<file path="config.mk">
export PLATFORM = sky130hd
export DESIGN_NAME = sonar_proximity_light_timer_flat
export DESIGN_NICKNAME = d
export VERILOG_FILES = /design/src/design/spl_pkg.sv /design/src/design/spl_in_if.sv /design/src/design/spl_out_if.sv /design/src/design/spl_cfg_if.sv /design/src/design/spl_cfg_regs.sv /design/src/design/spl_ranger.sv /design/src/design/spl_hold.sv /design/src/design/sonar_proximity_light_timer.sv /design/src/flat_wrapper.sv
export SDC_FILE = /design/constraint.sdc
export NUM_CORES = 1
export LEC_CHECK = 0
export BUFFER_PORTS_ARGS = -buffer_cell sky130_fd_sc_hd__buf_2
export CORE_MARGIN = 2
export CORE_UTILIZATION = 55
export CTS_CLUSTER_DIAMETER = 100
export CTS_CLUSTER_SIZE = 8
export DETAILED_ROUTE_END_ITERATION = 12
export PLACE_DENSITY_LB_ADDON = 0.15
export SKIP_LAST_GASP = 1
export SLEW_MARGIN = 40
export SYNTH_ARGS = -nofsm -noshare
export SYNTH_HDL_FRONTEND = slang
export SYNTH_SLANG_ARGS = --single-unit
</file>
<file path="constraint.sdc">
create_clock -name clk -period 5.4 [get_ports clk]
set_input_delay 0.27 -clock clk [delete_from_list [all_inputs] [get_ports clk]]
set_output_delay 0.27 -clock clk [all_outputs]
set_load 0.01 [all_outputs]
</file>
<file path="src/design/spl_pkg.sv">
`timescale 1ns / 1ps

package spl_pkg;

	localparam int ECHO_BITS_DEF   = 24;
	localparam int HOLD_BITS       = 26;
	localparam int THR_BITS        = 16;
	localparam int PAUSE_BITS      = 20;
	localparam int RANGE_BITS      = 19;
	localparam int CFG_IDX_BITS    = 2;
	localparam int CFG_DATA_BITS   = 26;
	localparam int REM_BITS        = 7;

	localparam int RADIX           = 100;
	// 172 = 1 * 100 + 72
	localparam int STEP_REM        = 72;

	localparam logic [HOLD_BITS-1:0]  HOLD_RESET  = HOLD_BITS'(10000000);
	localparam logic [THR_BITS-1:0]   THR_RESET   = THR_BITS'(50);
	localparam logic [PAUSE_BITS-1:0] PAUSE_RESET = PAUSE_BITS'(50000);

	typedef enum logic [1:0] {
		PH_PAUSE   = 2'd0,
		PH_TRIGGER = 2'd1,
		PH_COUNT   = 2'd2
	} phase_t;

	typedef enum logic [CFG_IDX_BITS-1:0] {
		CFG_HOLD  = 2'd0,
		CFG_THR   = 2'd1,
		CFG_PAUSE = 2'd2
	} cfg_idx_t;

	typedef struct packed {
		logic [HOLD_BITS-1:0]  hold_ticks;
		logic [THR_BITS-1:0]   near_thr;
		logic [PAUSE_BITS-1:0] pause_ticks;
	} cfg_t;

	typedef struct packed {
		logic                  trigger;
		logic                  valid;
		logic                  near;
		logic [RANGE_BITS-1:0] range;
	} step_res_t;

endpackage

</file>
<file path="src/design/spl_in_if.sv">
`timescale 1ns / 1ps

interface spl_in_if;
	logic valid;
	logic ready;
	logic echo_level;

	modport source (output valid, output echo_level, input ready);
	modport sink (input valid, input echo_level, output ready);
endinterface

</file>
<file path="src/design/spl_out_if.sv">
`timescale 1ns / 1ps

interface spl_out_if;
	logic                           valid;
	logic                           ready;
	logic                           trigger_active;
	logic                           light_on;
	logic                           range_valid;
	logic [spl_pkg::RANGE_BITS-1:0] range_cm;

	modport source (output valid, output trigger_active, output light_on,
		output range_valid, output range_cm, input ready);
	modport sink (input valid, input trigger_active, input light_on,
		input range_valid, input range_cm, output ready);
endinterface

</file>
<file path="src/design/spl_cfg_if.sv">
`timescale 1ns / 1ps

interface spl_cfg_if;
	logic                              valid;
	logic                              ready;
	logic [spl_pkg::CFG_IDX_BITS-1:0]  index;
	logic [spl_pkg::CFG_DATA_BITS-1:0] data;

	modport source (output valid, output index, output data, input ready);
	modport sink (input valid, input index, input data, output ready);
endinterface

</file>
<file path="src/design/spl_cfg_regs.sv">
`timescale 1ns / 1ps

module spl_cfg_regs (
	input  logic          clk,
	input  logic          arst_n,
	spl_cfg_if.sink       cfg,
	output spl_pkg::cfg_t regs
);

	spl_pkg::cfg_t regs_q;

	assign cfg.ready = 1'b1;
	assign regs = regs_q;

	always_ff @(posedge clk or negedge arst_n) begin
		if (!arst_n) begin
			regs_q.hold_ticks  <= spl_pkg::HOLD_RESET;
			regs_q.near_thr    <= spl_pkg::THR_RESET;
			regs_q.pause_ticks <= spl_pkg::PAUSE_RESET;
		end else if (cfg.valid) begin
			unique case (cfg.index)
				spl_pkg::CFG_HOLD: begin
					regs_q.hold_ticks <= cfg.data[spl_pkg::HOLD_BITS-1:0];
				end
				spl_pkg::CFG_THR: begin
					regs_q.near_thr <= cfg.data[spl_pkg::THR_BITS-1:0];
				end
				spl_pkg::CFG_PAUSE: begin
					regs_q.pause_ticks <= cfg.data[spl_pkg::PAUSE_BITS-1:0];
				end
				default: begin
				end
			endcase
		end
	end

endmodule

</file>
<file path="src/design/spl_ranger.sv">
`timescale 1ns / 1ps

module spl_ranger #(
	parameter int ECHO_COUNT_BITS = spl_pkg::ECHO_BITS_DEF
) (
	input  logic               clk,
	input  logic               arst_n,
	input  logic               step,
	input  logic               echo,
	input  spl_pkg::cfg_t      cfg,
	output spl_pkg::step_res_t res
);

	localparam int Q2W = ECHO_COUNT_BITS + 1;
	localparam int EXW = Q2W + spl_pkg::RANGE_BITS;
	localparam int RW  = spl_pkg::REM_BITS;

	spl_pkg::phase_t                phase_q, phase_d;
	logic [ECHO_COUNT_BITS-1:0]     echo_q, echo_d;
	// echo ticks mod 100, and range kept as quotient/remainder of (ticks/100)*172 by 100
	logic [RW-1:0]                  r1_q, r1_d;
	logic [RW-1:0]                  r2_q, r2_d;
	logic [Q2W-1:0]                 q2_q, q2_d;
	logic [spl_pkg::PAUSE_BITS-1:0] pause_q, pause_d, pause_inc;
	logic [RW:0]                    r2_sum;
	logic [EXW-1:0]                 q2_ext;
	logic [spl_pkg::RANGE_BITS-1:0] range_sat;

	always_ff @(posedge clk or negedge arst_n) begin
		if (!arst_n) begin
			phase_q <= spl_pkg::PH_PAUSE;
			echo_q  <= '0;
			r1_q    <= '0;
			r2_q    <= '0;
			q2_q    <= '0;
			pause_q <= '0;
		end else if (step) begin
			phase_q <= phase_d;
			echo_q  <= echo_d;
			r1_q    <= r1_d;
			r2_q    <= r2_d;
			q2_q    <= q2_d;
			pause_q <= pause_d;
		end
	end

	always_comb begin
		phase_d   = phase_q;
		echo_d    = echo_q;
		r1_d      = r1_q;
		r2_d      = r2_q;
		q2_d      = q2_q;
		pause_d   = pause_q;
		r2_sum    = (RW + 1)'(r2_q) + (RW + 1)'(spl_pkg::STEP_REM);
		pause_inc = (&pause_q) ? pause_q : pause_q + 1'b1;
		q2_ext    = EXW'(q2_q);
		range_sat = (|q2_ext[EXW-1:spl_pkg::RANGE_BITS]) ? '1 :
			q2_ext[spl_pkg::RANGE_BITS-1:0];
		res       = '0;

		unique case (phase_q)
			spl_pkg::PH_TRIGGER: begin
				if (echo) begin
					echo_d  = '0;
					r1_d    = '0;
					r2_d    = '0;
					q2_d    = '0;
					phase_d = spl_pkg::PH_COUNT;
				end
			end
			spl_pkg::PH_COUNT: begin
				if (echo) begin
					if (echo_q != '1) begin
						echo_d = echo_q + 1'b1;
						if (r1_q == RW'(spl_pkg::RADIX - 1)) begin
							r1_d = '0;
							if (r2_sum >= (RW + 1)'(spl_pkg::RADIX)) begin
								r2_d = RW'(r2_sum - (RW + 1)'(spl_pkg::RADIX));
								q2_d = q2_q + Q2W'(2);
							end else begin
								r2_d = r2_sum[RW-1:0];
								q2_d = q2_q + Q2W'(1);
							end
						end else begin
							r1_d = r1_q + 1'b1;
						end
					end
				end else begin
					res.valid = 1'b1;
					res.range = range_sat;
					res.near  = range_sat < spl_pkg::RANGE_BITS'(cfg.near_thr);
					pause_d   = '0;
					phase_d   = spl_pkg::PH_PAUSE;
				end
			end
			default: begin
				pause_d = pause_inc;
				phase_d = (pause_inc >= cfg.pause_ticks) ? spl_pkg::PH_TRIGGER :
					spl_pkg::PH_PAUSE;
			end
		endcase

		res.trigger = (phase_d == spl_pkg::PH_TRIGGER);
	end

endmodule

</file>
<file path="src/design/spl_hold.sv">
`timescale 1ns / 1ps

module spl_hold (
	input  logic                          clk,
	input  logic                          arst_n,
	input  logic                          step,
	input  logic                          clear,
	input  logic [spl_pkg::HOLD_BITS-1:0] hold_ticks,
	output logic                          light
);

	logic [spl_pkg::HOLD_BITS-1:0] hold_q, hold_d;

	always_comb begin
		hold_d = (hold_q < hold_ticks) ? hold_q + 1'b1 : hold_ticks;
		if (clear) begin
			hold_d = '0;
		end
		light = hold_d < hold_ticks;
	end

	always_ff @(posedge clk or negedge arst_n) begin
		if (!arst_n) begin
			hold_q <= spl_pkg::HOLD_RESET;
		end else if (step) begin
			hold_q <= hold_d;
		end
	end

endmodule

</file>
<file path="src/design/sonar_proximity_light_timer.sv">
`timescale 1ns / 1ps
// An item is taken into the input register, then its result into the output register.
// One item per cycle unless results stall; incremental counters keep the range, so no divider.
// Stalls on the result side back up through the input register only.
// Reset (arst_n low, asynchronous): pause phase, echo and pause counters zero,
// hold counter at the hold time (light off), registers at hold 10000000,
// threshold 50, pause 50000.

module sonar_proximity_light_timer #(
	parameter int ECHO_COUNT_BITS = spl_pkg::ECHO_BITS_DEF
) (
	input  logic       clk,
	input  logic       arst_n,
	spl_in_if.sink     echo,
	spl_out_if.source  result,
	spl_cfg_if.sink    cfg
);

	spl_pkg::cfg_t      regs;
	spl_pkg::step_res_t res;
	logic               light;
	logic               adv;
	logic               vld_s1;
	logic               echo_s1;
	logic               out_vld_q;
	logic               trig_q;
	logic               light_q;
	logic               rvalid_q;
	logic [spl_pkg::RANGE_BITS-1:0] range_q;

	assign adv        = vld_s1 && (!out_vld_q || result.ready);
	assign echo.ready = !vld_s1 || adv;

	spl_cfg_regs u_cfg (
		.clk    (clk),
		.arst_n (arst_n),
		.cfg    (cfg),
		.regs   (regs)
	);

	spl_ranger #(
		.ECHO_COUNT_BITS (ECHO_COUNT_BITS)
	) u_ranger (
		.clk    (clk),
		.arst_n (arst_n),
		.step   (adv),
		.echo   (echo_s1),
		.cfg    (regs),
		.res    (res)
	);

	spl_hold u_hold (
		.clk        (clk),
		.arst_n     (arst_n),
		.step       (adv),
		.clear      (res.valid && res.near),
		.hold_ticks (regs.hold_ticks),
		.light      (light)
	);

	always_ff @(posedge clk or negedge arst_n) begin
		if (!arst_n) begin
			vld_s1 <= 1'b0;
		end else if (echo.ready) begin
			vld_s1 <= echo.valid;
		end
	end

	always_ff @(posedge clk) begin
		if (echo.valid && echo.ready) begin
			echo_s1 <= echo.echo_level;
		end
	end

	always_ff @(posedge clk or negedge arst_n) begin
		if (!arst_n) begin
			out_vld_q <= 1'b0;
		end else if (adv) begin
			out_vld_q <= 1'b1;
		end else if (result.ready) begin
			out_vld_q <= 1'b0;
		end
	end

	always_ff @(posedge clk) begin
		if (adv) begin
			trig_q   <= res.trigger;
			light_q  <= light;
			rvalid_q <= res.valid;
			range_q  <= res.range;
		end
	end

	assign result.valid          = out_vld_q;
	assign result.trigger_active = trig_q;
	assign result.light_on       = light_q;
	assign result.range_valid    = rvalid_q;
	assign result.range_cm       = range_q;

`ifndef NO_ASSERTIONS
	a_done_not_trig: assert property (@(posedge clk) disable iff (!arst_n)
		result.valid && result.range_valid |-> !result.trigger_active)
		else $error("trigger shown on a completed measurement");

	a_range_zero: assert property (@(posedge clk) disable iff (!arst_n)
		result.valid && !result.range_valid |-> result.range_cm == '0)
		else $error("range nonzero without completed measurement");

	a_stall_full: assert property (@(posedge clk) disable iff (!arst_n)
		!echo.ready |-> vld_s1 && out_vld_q && !result.ready)
		else $error("input stalled while pipeline can move");

	a_adv_loads: assert property (@(posedge clk) disable iff (!arst_n)
		adv |=> out_vld_q)
		else $error("result register not loaded after advance");
`endif

endmodule
</file>
<file path="src/flat_wrapper.sv">
// flat-port wrapper written by rule: the top's interface ports become plain ports
module sonar_proximity_light_timer_flat 
#(
	parameter int ECHO_COUNT_BITS = spl_pkg::ECHO_BITS_DEF
)
  (clk, arst_n, echo_valid, echo_echo_level, echo_ready, result_valid, result_trigger_active, result_light_on, result_range_valid, result_range_cm, result_ready, cfg_valid, cfg_index, cfg_data, cfg_ready);
  spl_in_if echo_i ();
  spl_out_if result_i ();
  spl_cfg_if cfg_i ();
  input  logic clk;
  input  logic arst_n;
  input wire logic [$bits(echo_i.valid)-1:0] echo_valid;
  input wire logic [$bits(echo_i.echo_level)-1:0] echo_echo_level;
  output wire logic [$bits(echo_i.ready)-1:0] echo_ready;
  output wire logic [$bits(result_i.valid)-1:0] result_valid;
  output wire logic [$bits(result_i.trigger_active)-1:0] result_trigger_active;
  output wire logic [$bits(result_i.light_on)-1:0] result_light_on;
  output wire logic [$bits(result_i.range_valid)-1:0] result_range_valid;
  output wire logic [$bits(result_i.range_cm)-1:0] result_range_cm;
  input wire logic [$bits(result_i.ready)-1:0] result_ready;
  input wire logic [$bits(cfg_i.valid)-1:0] cfg_valid;
  input wire logic [$bits(cfg_i.index)-1:0] cfg_index;
  input wire logic [$bits(cfg_i.data)-1:0] cfg_data;
  output wire logic [$bits(cfg_i.ready)-1:0] cfg_ready;
  assign echo_i.valid = echo_valid;
  assign echo_i.echo_level = echo_echo_level;
  assign echo_ready = echo_i.ready;
  assign result_valid = result_i.valid;
  assign result_trigger_active = result_i.trigger_active;
  assign result_light_on = result_i.light_on;
  assign result_range_valid = result_i.range_valid;
  assign result_range_cm = result_i.range_cm;
  assign result_i.ready = result_ready;
  assign cfg_i.valid = cfg_valid;
  assign cfg_i.index = cfg_index;
  assign cfg_i.data = cfg_data;
  assign cfg_ready = cfg_i.ready;
  sonar_proximity_light_timer #(.ECHO_COUNT_BITS(ECHO_COUNT_BITS)) u_core (.clk(clk), .arst_n(arst_n), .echo(echo_i), .result(result_i), .cfg(cfg_i));
endmodule
</file>
==> impl_metrics.yaml <==
cells_and_area:
  nFillCells: 1866
  regArea_um2: 5050
  stdcell_area_um2: 13600
  fin_util: 0.620
  drive_gt1_frac: 0.142
  multiInputGateArea_um2: 6770
  nets: 1520
  stdcell_count: 1682
  final_common_cell: "dfrtp_1"
  area_growth_pct: 10.1
  num_antenna_cells: 0
  final_cell_mix: "dfrtp_1, nor2_1, nand2_1"
synthesis:
  netlist_instances: 1349
  synth_seq_area_share: 0.409
  synth_top_family_by_area: "simple AND/OR/NAND/NOR gates"
  synth_edf_count: 23
  synthAdderAreaFrac: 0.0982
  netlist.area_leader.share: 0.300
  ys_warn_count: 0
  synth_cell_types: 61
  syn_area_per_cell_um2: 9.16
  async_reset_ff_frac: 0.883
  synth_ff_type: "dfrtp_1"
  synthesis.area_um2: 12400
  synth_seq_cells: 196
  synth_xor_area_frac: 0.0574
  synth_compound_area_frac: 0.121
  yosys.area_share.simple: 0.200
  synthMuxAreaShare: 0.0680
  synth.area.top_cells: "dfrtp_1, ha_1, edfxtp_1"
  synth_nets: 1480
  synth_top_cell_by_area: "dfrtp_1"
sta:
  setup-tns-final_ps: 0
  slew_headroom: 0.435
  hold_violations: 0
  fin_crit_ps: 5100
  clock_skew_ps: 17.5
  slew_viol_final: 0
  setup_viol: 0
  max_freq_mhz: 196
  finalCritPeriodShare: 0.944
  worst_pin_slew_ps: 841
power:
  ir_drop_v: 0.000214
  p_total_mw: 5.91
  power_density_nw_per_um2: 434
  p_leak_nw: 6.22
worst_setup_path:
  crit_family: "simple AND/OR/NAND/NOR gates"
  critPathKind: "flip-flop to flip-flop"
  end_kind: "flip-flop"
  max_stage_delay_ps: 510
  critPathMaxFanout: 15
  worst_path_most_repeated_cell: "or3_1"
  cp_cell_sequence: "nor4_1 -> nand2_2 -> or2_2 -> ha_1 -> or3_1 -> or3_1 -> nor4_1 -> o311a_2 -> buf_4 -> a211oi_1 -> ha_1 -> nand4_1 -> or3_1 -> nor3_1 -> and2_0 -> a221oi_1 -> o211ai_1 -> a31oi_1"
  slowest_stage: "nor4_1"
  path_buf_inv: 1
  startpoint_type: "flip-flop"
  cp.required_ps: 5560
  crit_arrival_ps: 5250
drt:
  first_pass_iters: 5
  drt-total-wl_um: 29200
  drc_errors: 0
  initialDrtViolationCount: 529
  avgRoutedWirePerCell_um: 17.3
  route.antenna.remaining_nets: 0
  vias: 9860
  viasPerCell: 5.86
floorplanning:
  fp.dieH_um: 154
  fp-row-count: 54
  core_area_um2: 22000
  io_pins: 59
  start_util: 0.563
  die_area_um2: 23700
  die_w_um: 154
place:
  portBuffers: 57
  placed_cell_area_um2: 12900
  dp.final_hpwl_um: 20600
  place_inst: 1647
  gp_congestion: 0.872
clock_tree:
  cts_max_path_buffers: 2
  insertion_delay_ps: 440
  cts_root_buffer: "clkbuf_16"
  numCtsBuffers: 17
  htreeDepth: 4
  cts_tree: "yes"
  post_cts_buffers: 0
  clkTransAtPathRegs_ps: 80
  clock-sinks: 196
hold_path:
  holdCritPathClass: "input pin to flip-flop"
grt:
  overflow: 0
  grt_pass1_wl_um: 48100
  grt_pass1_vias: 9450
  track_usage: 0.252
  grt_start_max_net_pins: 83
  grt_antenna_before_repair: 0
outcome:
  outcome: "completed"
job:
  maxCapViolations: 0
-- synthesized netlist by cell type (all sizes together) (23+ instances only) --
master,n
a21oi,51
and3,23
clkbuf,44
dfrtp,148
dfstp,25
edfxtp,23
ha,97
inv,87
mux2,40
mux2i,39
nand2,123
nand3,48
nand4,40
nor2,130
nor3,35
o21ai,83
xnor2,53
xor2,28
-- worst paths after layout --
kind / startpoint / depth (start not counted) / slack [ps] / end
max: u_core.u_ranger.q2_q[22]$_DFFE_PN0P_ / 18 / 300 / u_core.result.light_on$_DFFE_PP_
min: echo_valid / 2 / 20 / u_core.vld_s1$_DFFE_PN0N_
max reg2reg: u_core.u_ranger.q2_q[22]$_DFFE_PN0P_ / 18 / 300 / u_core.result.light_on$_DFFE_PP_
min reg2reg: u_core.u_cfg.regs[22]$_DFFE_PN0P_ / 1 / 510 / u_core.u_cfg.regs[22]$_DFFE_PN0P_
max in group asynchronous: arst_n / 3 / 3860 / u_core.u_cfg.regs[35]$_DFFE_PN0P_
min in group asynchronous: arst_n / 2 / 420 / u_core.u_cfg.regs[60]$_DFFE_PN0P_
-- area by class of cell --
cell class | instances | area share
clock inverter | 15 | 0.0149
multi-input combinational | 1005 | 0.497
timing repair buffer | 81 | 0.0355
inverter | 88 | 0.0243
sequential | 196 | 0.371
clock buffer | 17 | 0.0313
tap | 280 | 0.0257
-- report_power, final --
| part | internal (mW) | total, mW | switching, mW | leakage [nW] |
|---|---|---|---|---|
| Sequential | 1.79 | 2.09 | 0.306 | 2.39 |
| Combinational | 1.05 | 2.48 | 1.43 | 3.52 |
| Clock | 0.680 | 1.34 | 0.659 | 0.306 |
| Total | 3.52 | 5.91 | 2.39 | 6.22 |
-- metal layers --
metal  part of all wire  track usage  vias up
met3              0.047       0.0386       22
met4              0.011       0.0525        0
met5                  0            0        -
met1               0.48        0.365     4749
li1                   -            -     4843
met2               0.46        0.405      246
-- state kept, by name (all words and copies together) (netlist names), 2 cells and up --
signal,flops
u_core.u_hold.hold_q,26
u_core.u_ranger.pause_q,20
u_core.u_ranger.q2_q,25
u_core.u_ranger.phase_q,2
u_core.u_ranger.r1_q,7
u_core.u_ranger.echo_q,24
u_core.u_ranger.r2_q,5
u_core.result.range_cm,19
u_core.u_cfg.regs,62
-- logic make-up (layout without fill, tap and decap cells) --
| logic type | count (synthesis) | count (layout) |
|---|---|---|
| AOI/OAI and AO/OA | 245 | 245 |
| xor gates and xnor gates | 81 | 81 |
| adders and majority gates | 97 | 97 |
| buffers and inverters | 148 | 201 |
| DFF | 196 | 196 |
| muxes | 79 | 79 |
| other | 1 | 1 |
| and+or+nand+nor | 502 | 502 |
-- metrics by stage --
step | setup slack, ps | hold WS, ps
CTS | 110 | 15.9
global route | -58.7 | 35.1
global placement | 289 | 375
floorplan | 635 | -25.6
detailed placement | 151 | 367
finish | 304 | 22.3
-- what timing repair did --
action | in CTS | in global routing
endpoints found under the setup margin | 0 | 1
resized for setup | 0 | 2
hold buffers | 2 | 0
hold endpoints to repair | 68 | 0
-- worst register-to-register path: stages, from the launching register on --
cell      delay (ps)
dfrtp_1          410
nor4_1           510
nand2_2          290
or2_2            380
ha_1             190
or3_1            380
or3_1            320
nor4_1           190
o311a_2          450
buf_4            200
a211oi_1          50
ha_1             330
nand4_1           80
or3_1            340
nor3_1           270
and2_0           190
a221oi_1          80
o211ai_1         100
a31oi_1           50
No activity file was read; power rests on OpenSTA's default activity.
